--- src/rtl/core/htbp_pkg.sv ---
// shared types, constants and character classes for the hex text parser
// no dependencies; imported by every module under rtl/core
package htbp_pkg;

  // character position counter
  localparam int CHAR_IDX_W = 16;
  localparam logic [CHAR_IDX_W-1:0] MAX_CHARS = 16'hFFFF;

  // result queue
  localparam int FIFO_DEPTH = 4;
  localparam int FIFO_PTR_W = $clog2(FIFO_DEPTH);
  localparam int FIFO_CNT_W = $clog2(FIFO_DEPTH + 1);

  // character codes used by the decoder
  localparam logic [15:0] CH_COMMA = 16'h002C;
  localparam logic [15:0] CH_SEMI  = 16'h003B;
  localparam logic [15:0] CH_COLON = 16'h003A;
  localparam logic [15:0] CH_DASH  = 16'h002D;
  localparam logic [15:0] CH_LO_X  = 16'h0078;
  localparam logic [15:0] CH_UP_X  = 16'h0058;
  localparam logic [15:0] CH_ZERO  = 16'h0030;
  localparam logic [15:0] CH_NINE  = 16'h0039;
  localparam logic [15:0] CH_LO_A  = 16'h0061;
  localparam logic [15:0] CH_LO_F  = 16'h0066;
  localparam logic [15:0] CH_UP_A  = 16'h0041;
  localparam logic [15:0] CH_UP_F  = 16'h0046;
  localparam logic [4:0]  ALPHA_BASE = 5'd10;

  // result kinds
  localparam logic KIND_DATA   = 1'b0;
  localparam logic KIND_STATUS = 1'b1;

  // final status codes
  typedef enum logic [1:0] {
    STATUS_OK      = 2'd0,
    STATUS_INVALID = 2'd1,
    STATUS_EMPTY   = 2'd2,
    STATUS_ODD     = 2'd3
  } status_t;

  // input request
  typedef struct packed {
    logic [15:0] char_code;
    logic        end_of_text;
  } in_item_t;

  // result request
  typedef struct packed {
    logic        kind;
    logic [7:0]  data_byte;
    status_t     status;
    logic [15:0] error_position;
    logic [15:0] error_char;
    logic        last_result;
  } out_item_t;

  // decoded character class
  typedef struct packed {
    logic       is_sep;
    logic       is_x;
    logic       is_zero;
    logic       is_hex;
    logic [3:0] nibble;
  } char_class_t;

  // queue write port
  typedef struct packed {
    logic [1:0] count;
    out_item_t  slot0;
    out_item_t  slot1;
  } fifo_push_t;

endpackage

--- src/rtl/core/htbp_classify.sv ---
// character classifier: separators, prefix letters and hex digit value
// depends on htbp_pkg
module htbp_classify (
  input  logic [15:0]          char_code,
  output htbp_pkg::char_class_t cls
);
  import htbp_pkg::*;

  logic       space_hit;
  logic [4:0] digit_sum;

  // unicode whitespace set
  always_comb begin
    space_hit = (char_code == 16'h0020) ||
                (char_code >= 16'h0009 && char_code <= 16'h000D) ||
                (char_code == 16'h0085) || (char_code == 16'h00A0) ||
                (char_code == 16'h1680) ||
                (char_code >= 16'h2000 && char_code <= 16'h200A) ||
                (char_code == 16'h2028) || (char_code == 16'h2029) ||
                (char_code == 16'h202F) || (char_code == 16'h205F) ||
                (char_code == 16'h3000);
  end

  // hex digit value
  always_comb begin
    cls.is_hex = 1'b1;
    digit_sum  = '0;
    priority if (char_code >= CH_ZERO && char_code <= CH_NINE) begin
      digit_sum = {1'b0, char_code[3:0]};
    end else if (char_code >= CH_LO_A && char_code <= CH_LO_F) begin
      digit_sum = ALPHA_BASE + 5'(char_code[3:0] - 4'd1);
    end else if (char_code >= CH_UP_A && char_code <= CH_UP_F) begin
      digit_sum = ALPHA_BASE + 5'(char_code[3:0] - 4'd1);
    end else begin
      cls.is_hex = 1'b0;
    end
    cls.nibble  = digit_sum[3:0];
    cls.is_sep  = space_hit || (char_code == CH_COMMA) || (char_code == CH_SEMI) ||
                  (char_code == CH_COLON) || (char_code == CH_DASH);
    cls.is_x    = (char_code == CH_LO_X) || (char_code == CH_UP_X);
    cls.is_zero = (char_code == CH_ZERO);
  end

endmodule

--- src/rtl/core/htbp_out_fifo.sv ---
// result queue: takes up to two results a cycle, gives one a cycle while out_stall is low
// depends on htbp_pkg
module htbp_out_fifo (
  input  logic                  clk,
  input  logic                  rst_n,
  input  htbp_pkg::fifo_push_t  push,
  output logic                  room2,
  output logic                  out_valid,
  input  logic                  out_stall,
  output htbp_pkg::out_item_t   out_item
);
  import htbp_pkg::*;

  out_item_t             mem_r [FIFO_DEPTH];
  logic [FIFO_PTR_W-1:0] wr_ptr_r, wr_ptr_nxt;
  logic [FIFO_PTR_W-1:0] rd_ptr_r, rd_ptr_nxt;
  logic [FIFO_CNT_W-1:0] count_r, count_nxt;
  logic                  pop;

  assign pop       = out_valid && !out_stall;
  assign out_valid = (count_r != '0);
  assign out_item  = mem_r[rd_ptr_r];
  assign room2     = (count_r <= FIFO_CNT_W'(FIFO_DEPTH - 2));

  // pointer and fill bookkeeping
  always_comb begin
    wr_ptr_nxt = wr_ptr_r + FIFO_PTR_W'(push.count);
    rd_ptr_nxt = rd_ptr_r + FIFO_PTR_W'(pop);
    count_nxt  = count_r + FIFO_CNT_W'(push.count) - FIFO_CNT_W'(pop);
  end

  always_ff @(posedge clk) begin
    if (!rst_n) begin
      wr_ptr_r <= '0;
      rd_ptr_r <= '0;
      count_r  <= '0;
    end else begin
      wr_ptr_r <= wr_ptr_nxt;
      rd_ptr_r <= rd_ptr_nxt;
      count_r  <= count_nxt;
    end
  end

  // storage writes
  always_ff @(posedge clk) begin
    if (push.count != 2'd0) begin
      mem_r[wr_ptr_r] <= push.slot0;
    end
    if (push.count == 2'd2) begin
      mem_r[FIFO_PTR_W'(wr_ptr_r + FIFO_PTR_W'(1))] <= push.slot1;
    end
  end

endmodule

--- src/rtl/core/hex_text_to_bytes_parser.sv ---
// top level of the hex text to byte parser: input register, parse state, result queue
// depends on htbp_pkg, htbp_classify and htbp_out_fifo
//
//  channel   ports                          direction  contents
//  input     in_valid in_stall in_item      in         one text character + end flag
//  result    out_valid out_stall out_item   out        data byte or final status
//
// one character is taken per cycle while in_stall is low; each passes an input
// register and is then parsed into a four-entry result queue.
// a character gives at most one data byte and the final one adds a status.
// in_stall rises only when the input register holds a character and the queue
// lacks room for two results. reset is synchronous and clears all parse state.
module hex_text_to_bytes_parser (
  input  logic                clk,
  input  logic                rst_n,
  input  logic                in_valid,
  output logic                in_stall,
  input  htbp_pkg::in_item_t  in_item,
  output logic                out_valid,
  input  logic                out_stall,
  output htbp_pkg::out_item_t out_item
);
  import htbp_pkg::*;

  // input register
  logic        stage_v_r, stage_v_nxt;
  in_item_t    stage_r;

  // parse state
  logic [3:0]            high_nibble_r, high_nibble_nxt;
  logic                  have_high_r, have_high_nxt;
  logic                  zero_held_r, zero_held_nxt;
  logic                  any_digit_r, any_digit_nxt;
  logic [CHAR_IDX_W-1:0] char_index_r, char_index_nxt;
  logic                  error_seen_r, error_seen_nxt;
  logic [CHAR_IDX_W-1:0] error_index_r, error_index_nxt;
  logic [15:0]           error_code_r, error_code_nxt;

  char_class_t cls;
  fifo_push_t  push;
  logic        room2;
  logic        accept;
  logic        process;
  logic        byte_v;
  logic [7:0]  byte_val;
  logic        consumed;
  out_item_t   data_res;
  out_item_t   stat_res;

  htbp_classify u_classify (
    .char_code (stage_r.char_code),
    .cls       (cls)
  );

  htbp_out_fifo u_out_fifo (
    .clk       (clk),
    .rst_n     (rst_n),
    .push      (push),
    .room2     (room2),
    .out_valid (out_valid),
    .out_stall (out_stall),
    .out_item  (out_item)
  );

  // handshake on the input register
  assign process  = stage_v_r && room2;
  assign in_stall = stage_v_r && !room2;
  assign accept   = in_valid && !in_stall;

  always_comb begin
    if (accept) begin
      stage_v_nxt = 1'b1;
    end else if (process) begin
      stage_v_nxt = 1'b0;
    end else begin
      stage_v_nxt = stage_v_r;
    end
  end

  always_ff @(posedge clk) begin
    if (!rst_n) begin
      stage_v_r <= 1'b0;
    end else begin
      stage_v_r <= stage_v_nxt;
    end
  end

  always_ff @(posedge clk) begin
    if (accept) begin
      stage_r <= in_item;
    end
  end

  // parse one character: held zero first, then the character itself
  always_comb begin
    high_nibble_nxt = high_nibble_r;
    have_high_nxt   = have_high_r;
    zero_held_nxt   = zero_held_r;
    any_digit_nxt   = any_digit_r;
    error_seen_nxt  = error_seen_r;
    error_index_nxt = error_index_r;
    error_code_nxt  = error_code_r;
    byte_v          = 1'b0;
    byte_val        = '0;
    consumed        = 1'b0;

    char_index_nxt = (char_index_r == MAX_CHARS) ? char_index_r
                                                 : char_index_r + CHAR_IDX_W'(1);

    if (!error_seen_r) begin
      // resolve a held zero
      if (zero_held_r) begin
        zero_held_nxt = 1'b0;
        if (cls.is_x) begin
          consumed = 1'b1;
        end else begin
          any_digit_nxt = 1'b1;
          if (have_high_nxt) begin
            byte_v          = 1'b1;
            byte_val        = {high_nibble_nxt, 4'h0};
            have_high_nxt   = 1'b0;
            high_nibble_nxt = '0;
          end else begin
            high_nibble_nxt = '0;
            have_high_nxt   = 1'b1;
          end
        end
      end
      // current character
      if (!consumed && !cls.is_sep) begin
        if (cls.is_zero && !stage_r.end_of_text) begin
          zero_held_nxt = 1'b1;
        end else if (!cls.is_hex) begin
          error_seen_nxt  = 1'b1;
          error_index_nxt = char_index_nxt;
          error_code_nxt  = stage_r.char_code;
        end else begin
          any_digit_nxt = 1'b1;
          if (have_high_nxt) begin
            byte_v          = 1'b1;
            byte_val        = {high_nibble_nxt, cls.nibble};
            have_high_nxt   = 1'b0;
            high_nibble_nxt = '0;
          end else begin
            high_nibble_nxt = cls.nibble;
            have_high_nxt   = 1'b1;
          end
        end
      end
    end
  end

  // result words
  always_comb begin
    data_res                = '0;
    data_res.kind           = KIND_DATA;
    data_res.data_byte      = byte_val;
    data_res.status         = STATUS_OK;

    stat_res                = '0;
    stat_res.kind           = KIND_STATUS;
    stat_res.last_result    = 1'b1;
    priority if (error_seen_nxt) begin
      stat_res.status         = STATUS_INVALID;
      stat_res.error_position = error_index_nxt[15:0];
      stat_res.error_char     = error_code_nxt;
    end else if (!any_digit_nxt) begin
      stat_res.status = STATUS_EMPTY;
    end else if (have_high_nxt) begin
      stat_res.status = STATUS_ODD;
    end else begin
      stat_res.status = STATUS_OK;
    end
  end

  // queue write
  always_comb begin
    push.slot0 = byte_v ? data_res : stat_res;
    push.slot1 = stat_res;
    if (!process) begin
      push.count = 2'd0;
    end else begin
      push.count = 2'(byte_v) + 2'(stage_r.end_of_text);
    end
  end

  // state update; end of message returns everything to reset
  always_ff @(posedge clk) begin
    if (!rst_n) begin
      high_nibble_r <= '0;
      have_high_r   <= 1'b0;
      zero_held_r   <= 1'b0;
      any_digit_r   <= 1'b0;
      char_index_r  <= '0;
      error_seen_r  <= 1'b0;
      error_index_r <= '0;
      error_code_r  <= '0;
    end else if (process) begin
      if (stage_r.end_of_text) begin
        high_nibble_r <= '0;
        have_high_r   <= 1'b0;
        zero_held_r   <= 1'b0;
        any_digit_r   <= 1'b0;
        char_index_r  <= '0;
        error_seen_r  <= 1'b0;
        error_index_r <= '0;
        error_code_r  <= '0;
      end else begin
        high_nibble_r <= high_nibble_nxt;
        have_high_r   <= have_high_nxt;
        zero_held_r   <= zero_held_nxt;
        any_digit_r   <= any_digit_nxt;
        char_index_r  <= char_index_nxt;
        error_seen_r  <= error_seen_nxt;
        error_index_r <= error_index_nxt;
        error_code_r  <= error_code_nxt;
      end
    end
  end

endmodule

--- config.mk ---
export PLATFORM = sky130hd
export DESIGN_NAME = hex_text_to_bytes_parser
export DESIGN_NICKNAME = d
export VERILOG_FILES = /design/src/rtl/core/htbp_pkg.sv /design/src/rtl/core/htbp_classify.sv /design/src/rtl/core/htbp_out_fifo.sv /design/src/rtl/core/hex_text_to_bytes_parser.sv
export SDC_FILE = /design/constraint.sdc
export NUM_CORES = 1
export LEC_CHECK = 0
export BUFFER_PORTS_ARGS = -buffer_cell sky130_fd_sc_hd__buf_2
export CAP_MARGIN = 25
export CORE_AREA = 2 2 139 141
export CTS_BUF_LIST = sky130_fd_sc_hd__clkbuf_8
export CTS_CLUSTER_DIAMETER = 60
export DETAILED_ROUTE_END_ITERATION = 16
export DIE_AREA = 0 0 141 143
export PLACE_DENSITY = 0.81
export SYNTH_ARGS = -nofsm -noshare
export SYNTH_HDL_FRONTEND = slang
export SYNTH_SLANG_ARGS = --single-unit
export TNS_END_PERCENT = 20
--- constraint.sdc ---
create_clock -name clk -period 7.5 [get_ports clk]
set_clock_uncertainty 0.05 [all_clocks]
set_input_delay 0 -clock clk [delete_from_list [all_inputs] [get_ports clk]]
set_output_delay 0 -clock clk [all_outputs]
set_load 0.005 [all_outputs]
======== Word level (Yosys, flattened, before mapping) ========
Memories as Yosys holds them, arrays and structs flattened. A register that Yosys moved wholly into a read port is not among the register bits.
Index checks and enable logic that the tools add are counted.
word-level totals
  memories ................................ 1
  logic and storage cells ................. 174
  memory bits (writable) .................. 176
  register bits after elaboration ......... 81
  input port bits ......................... 21
memory list
  name              depth  bits a word  read ports  clocked after memory_dff  write ports  RTL line             source
  u_out_fifo.mem_r  4      44           1           1                         2            htbp_out_fifo.sv:14  out_item_t mem_r [FIFO_DEPTH];
operators by class
  $lt $le $gt $ge ......................... 11
  multiplexer cells ....................... 84
  reductions and logical operators ........ 36
  $add $sub $neg .......................... 9
  equal/unequal tests ..................... 19
operator list
  operator                 count
  $mux W16                 12
  $eq A16 B6 Y1 const B    6
  $eq A16 B14 Y1 const B   5
  $mux W8                  8
  $mux W1                  46
  $mux W4                  11
  $mux W44                 1
  $eq A16 B7 Y1 const B    2
  $eq A16 B8 Y1 const B    2
  $ge A16 B7 Y1 const B    2
  $le A16 B7 Y1 const B    2
  $mux W32                 1
  $add A16 B1 Y16 const B  1
  $eq A16 B13 Y1 const B   1
  $eq A16 B16 Y1 const B   1
  $ge A16 B14 Y1 const B   1
  $ge A16 B4 Y1 const B    1
  $ge A16 B6 Y1 const B    1
  $le A16 B14 Y1 const B   1
  $le A16 B4 Y1 const B    1
  $le A16 B6 Y1 const B    1
  $logic_or A1 B1 Y1       15
  $logic_and A1 B1 Y1      11
  $mux W2                  5
  other kinds (15)         21

======== Longest topological paths before layout ========
Gate-level depths: netlist (run 1).
  depth after elaboration ................. 25
  gate-level depth with buffers ........... 17
  depth with buffers taken out ............ 15

======== Modules after synthesis ========
A second synthesis (run 1) with hierarchy kept.
unflattened totals
  cell total of the unflattened synthesis .. 1045
  area total of the unflattened synthesis .. 13640.6 um2
by module, submodules not included
  module                    instances  area each (um2)  cells an instance
  htbp_out_fifo             1          9061.2           474
  hex_text_to_bytes_parser  1          4090.2           507
  htbp_classify             1          489.2            64

======== Least setup slack after synthesis (run 1) ========
Ideal clock, no wire load.
  kind .................................... reg-to-reg
  from .................................... register stage_r[1] in the netlist's numbering
  to ...................................... memory u_out_fifo.mem_r[1][27] in the netlist's numbering, data pin
  buffers on the path ..................... 2
  stages on the path, launching flop included .. 18
  data arrival time ....................... 5115 ps
  slack ................................... 2189 ps
  cell sequence ........................... edfxtp_1 > inv_1 > ha_1 > or3b_2 > or4_1 > ha_1 > mux2_2 > o2111ai_1 > a21oi_1 > ha_1 > nor2b_1 > a21oi_1 > or3_1 > clkbuf_1 > inv_1 > a32oi_2 > buf_2 > nor2_1
RTL lines
  element                 RTL line                        source
  start, declared         hex_text_to_bytes_parser.sv:27  in_item_t stage_r;
  start signal, assigned  hex_text_to_bytes_parser.sv:90  stage_r <= in_item;
  end, declared           htbp_out_fifo.sv:14

==> reports/metrics.csv, run 1 <==
stage,metric,value,unit
global_routing,global-route wire length before repair,42550,microns
floorplanning,Die Span X,141,microns
placement,Final HPWL DP,16760,microns
min_path,Worst Hold Launch,in_item[3],
setup_path,cell family with most CP delay,simple AND/OR/NAND/NOR gates,
clocking,postcts setup bufs,0,
clocking,Worst-path clk slew,50,ps
pwr,Clock power frac,33.8,%
setup_path,flop2flop setup slack,1900,ps
cells_and_area,Layout Nets,1106,
status,status,"finished, final reports clean",
logic_synthesis,"Top FF cell, synth",edfxtp_1,
cells_and_area,"commonest non-fill, non-tap cell in the layout",edfxtp_1,
setup_path,CP Launch Type,register,
timing,Final Slew Violations,0,
global_routing,total global routing overflow,0,
placement,gpl congestion,0.9279,
setup_path,crit end category,register,
pwr,Tot Pwr,3315,uW
min_path,WHS Path Cells,2,
clocking,Clock Path Buffers,3,
timing,Fin. Hold Viols,0,
floorplanning,row cnt,50,
placement,IO Port Bufs,66,
pwr,worst ir drop on vdd,0.0001687,V
floorplanning,I/O pin cnt,67,
logic_synthesis,share of flip-flops with an asynchronous set or reset,0,%
clocking,CTS root buf,clkbuf_8,
cells_and_area,share of layout cells above drive strength 1,18.16,%
setup_path,class of the most critical setup path,register to register,
timing,Final Cycle Share,74.61,%
routing,Routed Wire Length,26350,microns
min_path,"Endpoint, Worst Hold",stage_r[3],
timing,Max Freq,178.7,MHz
logic_synthesis,#FFs+latches synth,253,
clocking,CTS tree,built,
pwr,Logic pwr share,17.9,%
setup_path,"Slowest-stage cell, CP",o21ai_1,
cells_and_area,"Core Util, Final",70.20,%
pwr,Reg power frac,48.3,%
placement,placed insts,1243,
setup_path,Crit path required time,7700,ps
routing,average routed wire per standard cell,19.65,microns
logic_synthesis,Synth cell types,69,
cells_and_area,Layout Cells excl Fill,1341,
setup_path,worst-case reg-to-reg path depth,17,
routing,number of remaining DRC errors,0,
cells_and_area,Layout area overhead,12.40,%
global_routing,initial antenna violation count,0,
global_routing,vias in the first global route,8154,
logic_synthesis,"Avg Cell Area, Syn",11.63,sq um
min_path,HP Class,primary input to register,
logic_synthesis,YS warnings,0,
global_routing,largest net degree at the start of global routing,58,
timing,setup violators final,0,
floorplanning,Placeable Area,0.01858,sq mm
clocking,CTS buffer count,41,
setup_path,crit-path max FO,35,
timing,Slew headroom,38.03,%
logic_synthesis,Mapped Area,0.01160,sq mm
clocking,worst-skew pair later-pin latency,540,ps
timing,Worst-Margin Slew,929.5,ps
logic_synthesis,register area share after synthesis,56.85,%
setup_path,crit path cell chain,"inv_1, ha_1, or3b_2, or4_1, ha_1, mux2_2, o2111ai_1, buf_4, a21oi_1, ha_1, nor2_1, nor2_1, and2_1, o21ai_1, o22a_1, buf_4, nor2_1",
cells_and_area,# diodes,0,
floorplanning,die area,0.02016,sq mm
logic_synthesis,Post-Syn Instances,998,
setup_path,RR Endpoint,u_out_fifo.mem_r[2][33],
pwr,P_sw,917.8,uW
logic_synthesis,Post-synth EDFFs,153,
cells_and_area,most frequent cells in the layout,"edfxtp_1 (153), nor2_1 (146), dfxtp_1 (97)",
routing,TritonRoute pass-1 iters,6,
routing,DRT antenna net count,0,
pwr,Leak,0.004587,uW
logic_synthesis,Post-Synthesis Net Count,1030,
clocking,CTS H-tree depth,2,
timing,RSZ-0062 raised after global routing,no,
global_routing,Overall Global Routing Usage,27.17,%
setup_path,Max stage delay on crit path,570,ps
timing,crit path time final,5595,ps
floorplanning,starting density of the core,62.45,%
timing,setup TNS,0,ps
routing,vias per cell,6.240,
pwr,Int Power,2397,uW
routing,initial detailed-routing violation count,777,
setup_path,RR Startpoint,stage_r[1],
setup_path,WP data arrival,5800,ps
routing,Vias,8368,
job,max_cap viols,0,
setup_path,CP bufs+invs,3,
pwr,Power Density,254.1,mW/mm^2
pwr,Sw Share,27.69,%
floorplanning,Die Y,143,microns
clocking,Num Clock Sinks,253,
[stage by stage]
step | setup WS, ps | hold WS, ps | instance area, sq um
floorplan | 2189 | 48.87 | 11600
global placement | 1929 | 127.2 | 12040
detailed placement | 1709 | 129.0 | 12040
CTS | 1669 | 93.02 | 13040
global route | 1597 | 91.11 | 13040
finish | 1905 | 117.7 | 13040
[power groups by stage]
stage	registers, uW	logic, uW	clock network, uW
after floorplan	1570	449	0
after global placement	1630	578	0
after detailed placement	1630	589	0
after CTS	1600	599	1130
after global routing	1610	650	1200
final	1600	593	1120
[worst max-delay path by stage]
stage / startpoint / end / slack, ps / cells after the start
after floorplan: stage_r[1] / u_out_fifo.mem_r[1][27] / 2190 / 17
after global placement: stage_r[1] / u_out_fifo.mem_r[2][16] / 1930 / 16
after detailed placement: stage_r[1] / u_out_fifo.mem_r[2][33] / 1710 / 16
after CTS: stage_r[1] / u_out_fifo.mem_r[2][33] / 1670 / 16
after global routing: stage_r[1] / u_out_fifo.mem_r[2][19] / 1600 / 17
final: stage_r[1] / u_out_fifo.mem_r[2][33] / 1900 / 17
[kinds of logic (layout without fill, tap and decap cells)]
kind of cell | count (synthesis) | in the layout | synth area share [%]
simple gates | 398 | 398 | 16.81
fa+ha+maj | 11 | 11 | 1.251
mux | 53 | 53 | 9.262
flops | 253 | 253 | 56.85
buf+inv | 82 | 191 | 3.008
compound gates | 182 | 182 | 11.39
xor+xnor | 19 | 19 | 1.434
[registers in the layout (all words and copies together) (netlist names)]
name and count:
u_out_fifo.mem_r 172, stage_v_r 1, zero_held_r 1, any_digit_r 1
error_seen_r 1, char_index_r 16, have_high_r 1, error_code_r 16
stage_r 17, u_out_fifo.rd_ptr_r 2, u_out_fifo.wr_ptr_r 2, u_out_fifo.count_r 3
high_nibble_r 4, error_index_r 16
[timing repair]
action / in CTS / in global routing
hold endpoints to repair: 48 / 0
hold buffers: 21 / 0
resized for setup: 0 / 0
[layer usage]
| metal | routed length (microns) | track usage, % |
|---|---|---|
| met1 | 11240 | 37.12 |
| met2 | 12910 | 45.34 |
| met3 | 1822 | 4.192 |
| met4 | 382 | 8.684 |
| met5 | 0 | 0 |
[cell usage after synthesis, drive strengths merged (6+ instances only)]
| library cell | n | share of area [%] |
|---|---|---|
| a31oi | 26 | 1.4 |
| nand2 | 82 | 2.7 |
| nand3 | 18 | 0.78 |
| dfxtp | 100 | 17 |
| nand4 | 9 | 0.49 |
| a32o | 17 | 1.5 |
| ha | 10 | 1.1 |
| mux4 | 43 | 8.3 |
| and2 | 37 | 2.0 |
| a21oi | 17 | 0.73 |
| xor2 | 6 | 0.45 |
| nor2 | 146 | 4.7 |
| and3 | 8 | 0.43 |
| a22o | 22 | 1.7 |
| nor4 | 8 | 0.56 |
| or2 | 6 | 0.32 |
| inv | 14 | 0.45 |
| edfxtp | 153 | 40 |
| or3 | 6 | 0.32 |
| clkbuf | 41 | 1.3 |
| buf | 27 | 1.2 |
| o2bb2ai | 11 | 0.99 |
| nor2b | 30 | 1.6 |
| mux2i | 8 | 0.72 |
| nor3 | 18 | 0.78 |
| o21ai | 44 | 1.9 |
| a22oi | 11 | 0.71 |
| nand2b | 7 | 0.38 |
| o31ai | 6 | 0.39 |
| xnor2 | 13 | 0.98 |
[final cells by class]
type,count,area (sq um)
fill,1306,5538
tap,234,292.8
clock inverter,28,122.6
multi-input combinational,663,4668
inverter,14,52.55
timing repair buffer,101,645.6
clock buffer,48,660.6
sequential,253,6600
Note: power is estimated with default switching activity, not from simulation.
==> run 2: changes to the inputs <==
--- a/config.mk
+++ b/config.mk
@@ -7,12 +7,12 @@
 export LEC_CHECK = 0
 export BUFFER_PORTS_ARGS = -buffer_cell sky130_fd_sc_hd__buf_2
 export CAP_MARGIN = 25
-export CORE_AREA = 2 2 139 141
+export CORE_AREA = 2 2 146 148
 export CTS_BUF_LIST = sky130_fd_sc_hd__clkbuf_8
 export CTS_CLUSTER_DIAMETER = 60
 export DETAILED_ROUTE_END_ITERATION = 16
-export DIE_AREA = 0 0 141 143
-export PLACE_DENSITY = 0.81
+export DIE_AREA = 0 0 148 150
+export PLACE_DENSITY = 0.78
 export SYNTH_ARGS = -nofsm -noshare
 export SYNTH_HDL_FRONTEND = slang
 export SYNTH_SLANG_ARGS = --single-unit
==> constraint.sdc (replaced) <==
create_clock -name clk -period 4.55 [get_ports clk]
set_clock_uncertainty 0.05 [all_clocks]
set_input_delay 0 -clock clk [delete_from_list [all_inputs] [get_ports clk]]
set_output_delay 0 -clock clk [all_outputs]
set_load 0.005 [all_outputs]
==> reports/metrics.csv, run 2 (same netlist as run 1, synthesis figures left out) <==
stage,metric,value,unit,change
clocking,CTS root buf,clkbuf_8,,unchanged
clocking,Worst-path clk slew,60,ps,was 50 ps
placement,IO Port Bufs,66,,unchanged
cells_and_area,share of layout cells above drive strength 1,20.41,%,was 18.16%
routing,uppermost layer routed,met4,,unchanged
cells_and_area,top flop regs,"u_out_fifo.mem_r x172, stage_r x17",,unchanged
setup_path,CP Launch Type,register,,unchanged
cells_and_area,# diodes,0,,unchanged
setup_path,crit end category,register,,unchanged
global_routing,vias in the first global route,8277,,was 8154
global_routing,largest net degree at the start of global routing,43,,was 58
pwr,Leak,0.004738,uW,was 0.004587 uW
cells_and_area,Layout Nets,1128,,was 1106
floorplanning,die area,0.02220,sq mm,was 0.02016 sq mm
floorplanning,Placeable Area,0.02069,sq mm,was 0.01858 sq mm
timing,crit path time final,4331,ps,was 5595 ps
routing,wire length on met3,1860,microns,was 1822 microns
floorplanning,Die Span X,148,microns,was 141 microns
pwr,Power Density,416.6,mW/mm^2,was 254.1 mW/mm^2
routing,vias per cell,5.977,,was 6.240
placement,Final HPWL DP,17660,microns,was 16760 microns
clocking,Clock Path Buffers,3,,unchanged
timing,RSZ-0062 raised after global routing,no,,unchanged
setup_path,flop2flop setup slack,220,ps,was 1900 ps
job,max_cap viols,0,,unchanged
floorplanning,I/O pin cnt,67,,unchanged
cells_and_area,"Core Util, Final",65.06,%,was 70.20%
cells_and_area,Layout area overhead,16.01,%,was 12.40%
cells_and_area,most frequent cells in the layout,"edfxtp_1 (153), nor2_1 (146), dfxtp_1 (97)",,unchanged
routing,Vias,8380,,was 8368
timing,Fin. Hold Viols,0,,unchanged
global_routing,Overall Global Routing Usage,24.86,%,was 27.17%
routing,wl on met1,11400,microns,was 11240 microns
setup_path,WP data arrival,4510,ps,was 5800 ps
setup_path,class of the most critical setup path,register to register,,unchanged
setup_path,crit-path max FO,34,,was 35
global_routing,global-route wire length before repair,43400,microns,was 42550 microns
floorplanning,row cnt,53,,was 50
timing,Final Slew Violations,0,,unchanged
timing,Slew headroom,39.07,%,was 38.03%
floorplanning,starting density of the core,56.08,%,was 62.45%
floorplanning,Die Y,150,microns,was 143 microns
routing,number of remaining DRC errors,0,,unchanged
clocking,CTS H-tree depth,2,,unchanged
clocking,Num Clock Sinks,253,,unchanged
timing,Worst-Margin Slew,914.0,ps,was 929.5 ps
routing,met2 WL post-DR,13480,microns,was 12910 microns
min_path,HP Class,primary input to register,,unchanged
global_routing,total global routing overflow,0,,unchanged
timing,setup ws final,218.8,ps,was 1905 ps
status,status,"finished, final reports clean",,unchanged
placement,gpl congestion,0.9369,,was 0.9279
clocking,worst-skew pair later-pin latency,550,ps,was 540 ps
cells_and_area,max reg flops,172,,unchanged
routing,TritonRoute pass-1 iters,5,,was 6
routing,DRT antenna net count,0,,unchanged
cells_and_area,"commonest non-fill, non-tap cell in the layout",edfxtp_1,,unchanged
timing,Final Cycle Share,95.19,%,was 74.61%
cells_and_area,Reg with most FFs,u_out_fifo.mem_r,,unchanged
global_routing,initial antenna violation count,0,,unchanged
routing,average routed wire per standard cell,19.46,microns,was 19.65 microns
setup_path,Crit path required time,4730,ps,was 7700 ps
routing,Routed Wire Length,27280,microns,was 26350 microns
pwr,worst ir drop on vdd,0.0002372,V,was 0.0001687 V
clocking,CTS tree,built,,unchanged
clocking,CTS buffer count,41,,unchanged
timing,Max Freq,230.9,MHz,was 178.7 MHz
routing,initial detailed-routing violation count,666,,was 777
placement,Place WS,204.5,ps,was 1709 ps
timing,setup violators final,0,,unchanged
==> run 2: cell count changes in the layout (fill, tap and decap cells not counted), sizes merged <==
| cell | previous run | this run |
|---|---|---|
| clkinv | 4 | 8 |
| bufinv | 0 | 3 |
| buf | 80 | 102 |
| clkbuf | 48 | 44 |
| inv | 37 | 32 |
==> run 2: stage by stage <==
stage / cell area (sq um) / TNS (ps) / hold WS [ps] / std cells / power [uW]
after CTS: 13460 / 0 / 101.7 / 1402 / 5644
after global placement: 12430 / 0 / 128.8 / 1307 / 3674
after global routing: 13460 / 0 / 111.2 / 1402 / 5855
final: 13460 / 0 / 121.0 / 1402 / 5608
after detailed placement: 12430 / 0 / 129.0 / 1307 / 3697
after floorplan: 11730 / -1578 / 48.87 / 998 / 3342
==> run 2: repair_timing <==
item / CTS / global route
endpoints found under the hold margin: 47 / 0
gates resized for setup: 0 / 1
setup endpoints to repair: 0 / 34
buffers inserted: 0 / 0
hold buffers: 21 / 0
==> run 2: final timing paths <==
kind	depth (start not counted)	end	from
hold reg to reg	2	u_out_fifo.mem_r[1][0]	u_out_fifo.mem_r[1][0]
hold / removal	2	stage_r[0]	in_item[0]
setup / recovery	16	u_out_fifo.mem_r[0][4]	stage_r[2]
setup reg to reg	16	u_out_fifo.mem_r[0][4]	stage_r[2]
==> run 2: final cells by class <==
| class | instances | area (sq um) |
|---|---|---|
| fill | 1576 | 7228 |
| sequential | 253 | 6600 |
| multi-input combinational | 663 | 4763 |
| tap | 275 | 344.1 |
| clock inverter | 30 | 206.4 |
| inverter | 14 | 56.30 |
| clock buffer | 44 | 605.6 |
| timing repair buffer | 123 | 885.9 |
==> run 2: power breakdown <==
part / leakage (uW) / internal, uW / switching, uW
Sequential: 0.00227 / 2510 / 116
Combinational: 0.00199 / 498 / 529
Clock: 0.000477 / 1070 / 884
==> run 2: per-layer routing <==
metal  up-vias  global-route usage (%)
met2       340                   42.62
met4         0                   8.000
li1       3899                       -
met3        40                   4.024
met5         -                       0
met1      4101                   32.60
==> run 2: critical path, cell delays in order (launching register included) <==
cell and delay, ps:
edfxtp_1 390, inv_2 110, ha_4 190, or3b_2 440
or4_4 480, ha_4 240, mux2_4 290, o2111ai_4 130
a21oi_2 120, ha_4 350, nor2_1 70, or2_2 290
o21ai_0 140, nand2_1 110, buf_4 250, inv_1 100
buf_12 220
==> run 3: changes to the inputs <==
--- a/config.mk
+++ b/config.mk
@@ -7,11 +7,11 @@
 export LEC_CHECK = 0
 export BUFFER_PORTS_ARGS = -buffer_cell sky130_fd_sc_hd__buf_2
 export CAP_MARGIN = 25
-export CORE_AREA = 2 2 146 148
+export CORE_AREA = 4 4 148 150
 export CTS_BUF_LIST = sky130_fd_sc_hd__clkbuf_8
 export CTS_CLUSTER_DIAMETER = 60
 export DETAILED_ROUTE_END_ITERATION = 16
-export DIE_AREA = 0 0 148 150
+export DIE_AREA = 0 0 152 154
 export PLACE_DENSITY = 0.78
 export SYNTH_ARGS = -nofsm -noshare
 export SYNTH_HDL_FRONTEND = slang
==> constraint.sdc (replaced) <==
create_clock -name clk -period 3.8 [get_ports clk]
set_clock_uncertainty 0.05 [all_clocks]
set_input_delay 0 -clock clk [delete_from_list [all_inputs] [get_ports clk]]
set_output_delay 0 -clock clk [all_outputs]
set_load 0.005 [all_outputs]
==> reports/metrics.csv, run 3 (same netlist as run 1, synthesis figures left out) <==
stage,metric,value,unit,change
routing,initial detailed-routing violation count,952,,was 666
cells_and_area,"commonest non-fill, non-tap cell in the layout",edfxtp_1,,unchanged
placement,gpl congestion,0.8565,,was 0.9369
placement,placed insts,1340,,was 1307
timing,Final Slew Violations,0,,unchanged
timing,Worst-Margin Slew,920.5,ps,was 914.0 ps
floorplanning,I/O pin cnt,67,,unchanged
clocking,Clock Path Buffers,3,,unchanged
placement,Post-DP Area,0.01271,sq mm,was 0.01243 sq mm
floorplanning,Placeable Area,0.02069,sq mm,unchanged
timing,crit path time final,3976,ps,was 4331 ps
global_routing,largest net degree at the start of global routing,56,,was 43
cells_and_area,Layout area overhead,24.75,%,was 16.01%
status,failing checks,negative setup slack,,
cells_and_area,top flop regs,"u_out_fifo.mem_r x172, stage_r x17",,unchanged
cells_and_area,Layout Nets,1188,,was 1128
global_routing,global-route wire length before repair,47160,microns,was 43400 microns
status,status,finished with violations,,"was finished, final reports clean"
setup_path,WP data arrival,4310,ps,was 4510 ps
timing,setup violators final,226,,was 0
floorplanning,Die Span X,152,microns,was 148 microns
global_routing,Overall Global Routing Usage,25.07,%,was 24.86%
cells_and_area,Layout Cells excl Fill,1460,,was 1402
routing,DRT antenna net count,0,,unchanged
timing,setup TNS,-16880,ps,was 0 ps
timing,Max Freq,251.5,MHz,was 230.9 MHz
cells_and_area,max reg flops,172,,unchanged
cells_and_area,# fillers,1373,,was 1576
setup_path,class of the most critical setup path,register to register,,unchanged
timing,RSZ-0062 raised after global routing,yes,,was no
clocking,CTS H-tree depth,2,,unchanged
global_routing,vias in the first global route,8723,,was 8277
placement,Final HPWL DP,18040,microns,was 17660 microns
setup_path,CP Launch Type,register,,unchanged
floorplanning,Die Y,154,microns,was 150 microns
timing,Slew headroom,38.64,%,was 39.07%
placement,IO Port Bufs,66,,unchanged
clocking,worst-skew pair later-pin latency,550,ps,about the same
setup_path,crit-path max FO,6,,was 34
cells_and_area,most frequent cells in the layout,"edfxtp_1 (153), nor2_1 (110), dfxtp_1 (97)",,"was edfxtp_1 (153), nor2_1 (146), dfxtp_1 (97)"
cells_and_area,design area,0.01448,sq mm,was 0.01346 sq mm
routing,TritonRoute pass-1 iters,5,,unchanged
routing,vias per cell,6.151,,was 5.977
floorplanning,row cnt,53,,unchanged
floorplanning,die area,0.02341,sq mm,was 0.02220 sq mm
routing,Vias,8980,,was 8380
global_routing,initial antenna violation count,0,,unchanged
timing,Final Cycle Share,104.6,%,was 95.19%
setup_path,Max stage delay on crit path,590,ps,was 480 ps
cells_and_area,area of the multi-input gates,0.005067,sq mm,was 0.004763 sq mm
pwr,Leak,0.005149,uW,was 0.004738 uW
job,max_cap viols,0,,unchanged
setup_path,"Slowest-stage cell, CP",or4_4,,unchanged
routing,Routed Wire Length,31510,microns,was 27280 microns
pwr,worst ir drop on vdd,0.0002781,V,was 0.0002372 V
timing,Hold WS,134.2,ps,was 121.0 ps
clocking,CTS root buf,clkbuf_8,,unchanged
cells_and_area,Register Area,0.006600,sq mm,unchanged
cells_and_area,Reg with most FFs,u_out_fifo.mem_r,,unchanged
min_path,HP Class,primary input to register,,unchanged
timing,setup ws final,-176.0,ps,was 218.8 ps
pwr,Tot Pwr,6791,uW,was 5608 uW
routing,average routed wire per standard cell,21.58,microns,was 19.46 microns
clocking,CTS tree,built,,unchanged
setup_path,crit end category,register,,unchanged
clocking,CTS buffer count,40,,was 41
clocking,Num Clock Sinks,253,,unchanged
setup_path,crit path cell chain,"or4_4, or4_4, ha_4, mux2_4, o2111ai_4, a21oi_4, ha_4, nor2b_4, nand2_1, nor2_4, o21ai_4, o22a_4, buf_6, buf_16, nor2_1",,"was inv_2, ha_4, or3b_2, or4_4, ha_4, mux2_4, o2111ai_4, a21oi_2, ha_4, nor2_1, or2_2, o21ai_0, nand2_1, buf_4, inv_1, buf_12"
timing,Fin. Hold Viols,0,,unchanged
cells_and_area,# diodes,0,,unchanged
routing,number of remaining DRC errors,0,,unchanged
cells_and_area,share of layout cells above drive strength 1,29.28,%,was 20.41%
setup_path,flop2flop setup slack,-180,ps,was 220 ps
setup_path,Crit path required time,4130,ps,was 4730 ps
clocking,Worst-path clk slew,60,ps,about the same
pwr,Power Density,469.1,mW/mm^2,was 416.6 mW/mm^2
global_routing,total global routing overflow,0,,unchanged
floorplanning,starting density of the core,56.08,%,unchanged
[run 3: cell types whose count changed in the layout (fill, tap and decap cells not counted), sizes merged]
cell and change:
buf +56, clkbuf +5, clkinv -5, inv +3, bufinv -2, clkinvlp +1
[run 3: what timing repair did]
action / in CTS / in global routing
pin swaps: 4 / 23
endpoints found under the setup margin: 269 / 309
cloned: 6 / 5
hold buffers: 21 / 0
gates resized for setup: 44 / 60
setup buffers: 11 / 6
hold endpoints to repair: 47 / 0
[run 3: worst max-delay path, delay by kind of cell (launching register included)]
family	cells	cell delay, ps
simple gates	6	1700
buf+inv	2	300
compound gates	4	680
mux	1	150
flops	1	390
fa+ha+maj	2	540
[run 3: stage by stage]
stage / utilization (%) / worst slack (ps)
floorplan: - / -789.2
global placement: 61.41 / -162.5
detailed placement: 61.41 / -245.0
CTS: 68.06 / -144.4
global route: 69.96 / -326.0
finish: 69.96 / -176.0
[run 3: report_power, final]
part / switching, uW / internal (uW)
logic: 804 / 711
clock network: 1050 / 1140
registers: 73.4 / 3010
[run 3: final timing paths]
kind,from,end,depth (start not counted)
worst max-delay path,stage_r[10],u_out_fifo.mem_r[2][12],15
worst min-delay path,in_item[3],stage_r[3],2
worst max register to register,stage_r[10],u_out_fifo.mem_r[2][12],15
worst min register to register,u_out_fifo.mem_r[2][0],u_out_fifo.mem_r[2][0],2
[run 3: area by class of cell]
| cell class | instances | area share, % |
|---|---|---|
| Sequential cell | 253 | 45.60 |
| Multi-Input combinational cell | 663 | 35.01 |
| Clock inverter | 27 | 1.020 |
| Timing Repair Buffer | 184 | 11.39 |
| Clock buffer | 44 | 4.184 |
| Inverter | 14 | 0.4235 |
| Tap cell | 275 | 2.377 |
[run 3: per-layer routing]
| layer | part of all wire, % | wire length [microns] | global-route usage [%] | vias up |
|---|---|---|---|---|
| li1 | - | - | - | 4037 |
| met1 | 38 | 11970 | 32.95 | 4342 |
| met2 | 49 | 15590 | 42.51 | 514 |
| met3 | 8.8 | 2771 | 4.109 | 87 |
| met4 | 3.7 | 1171 | 9.033 | 0 |
| met5 | 0 | 0 | 0 | - |
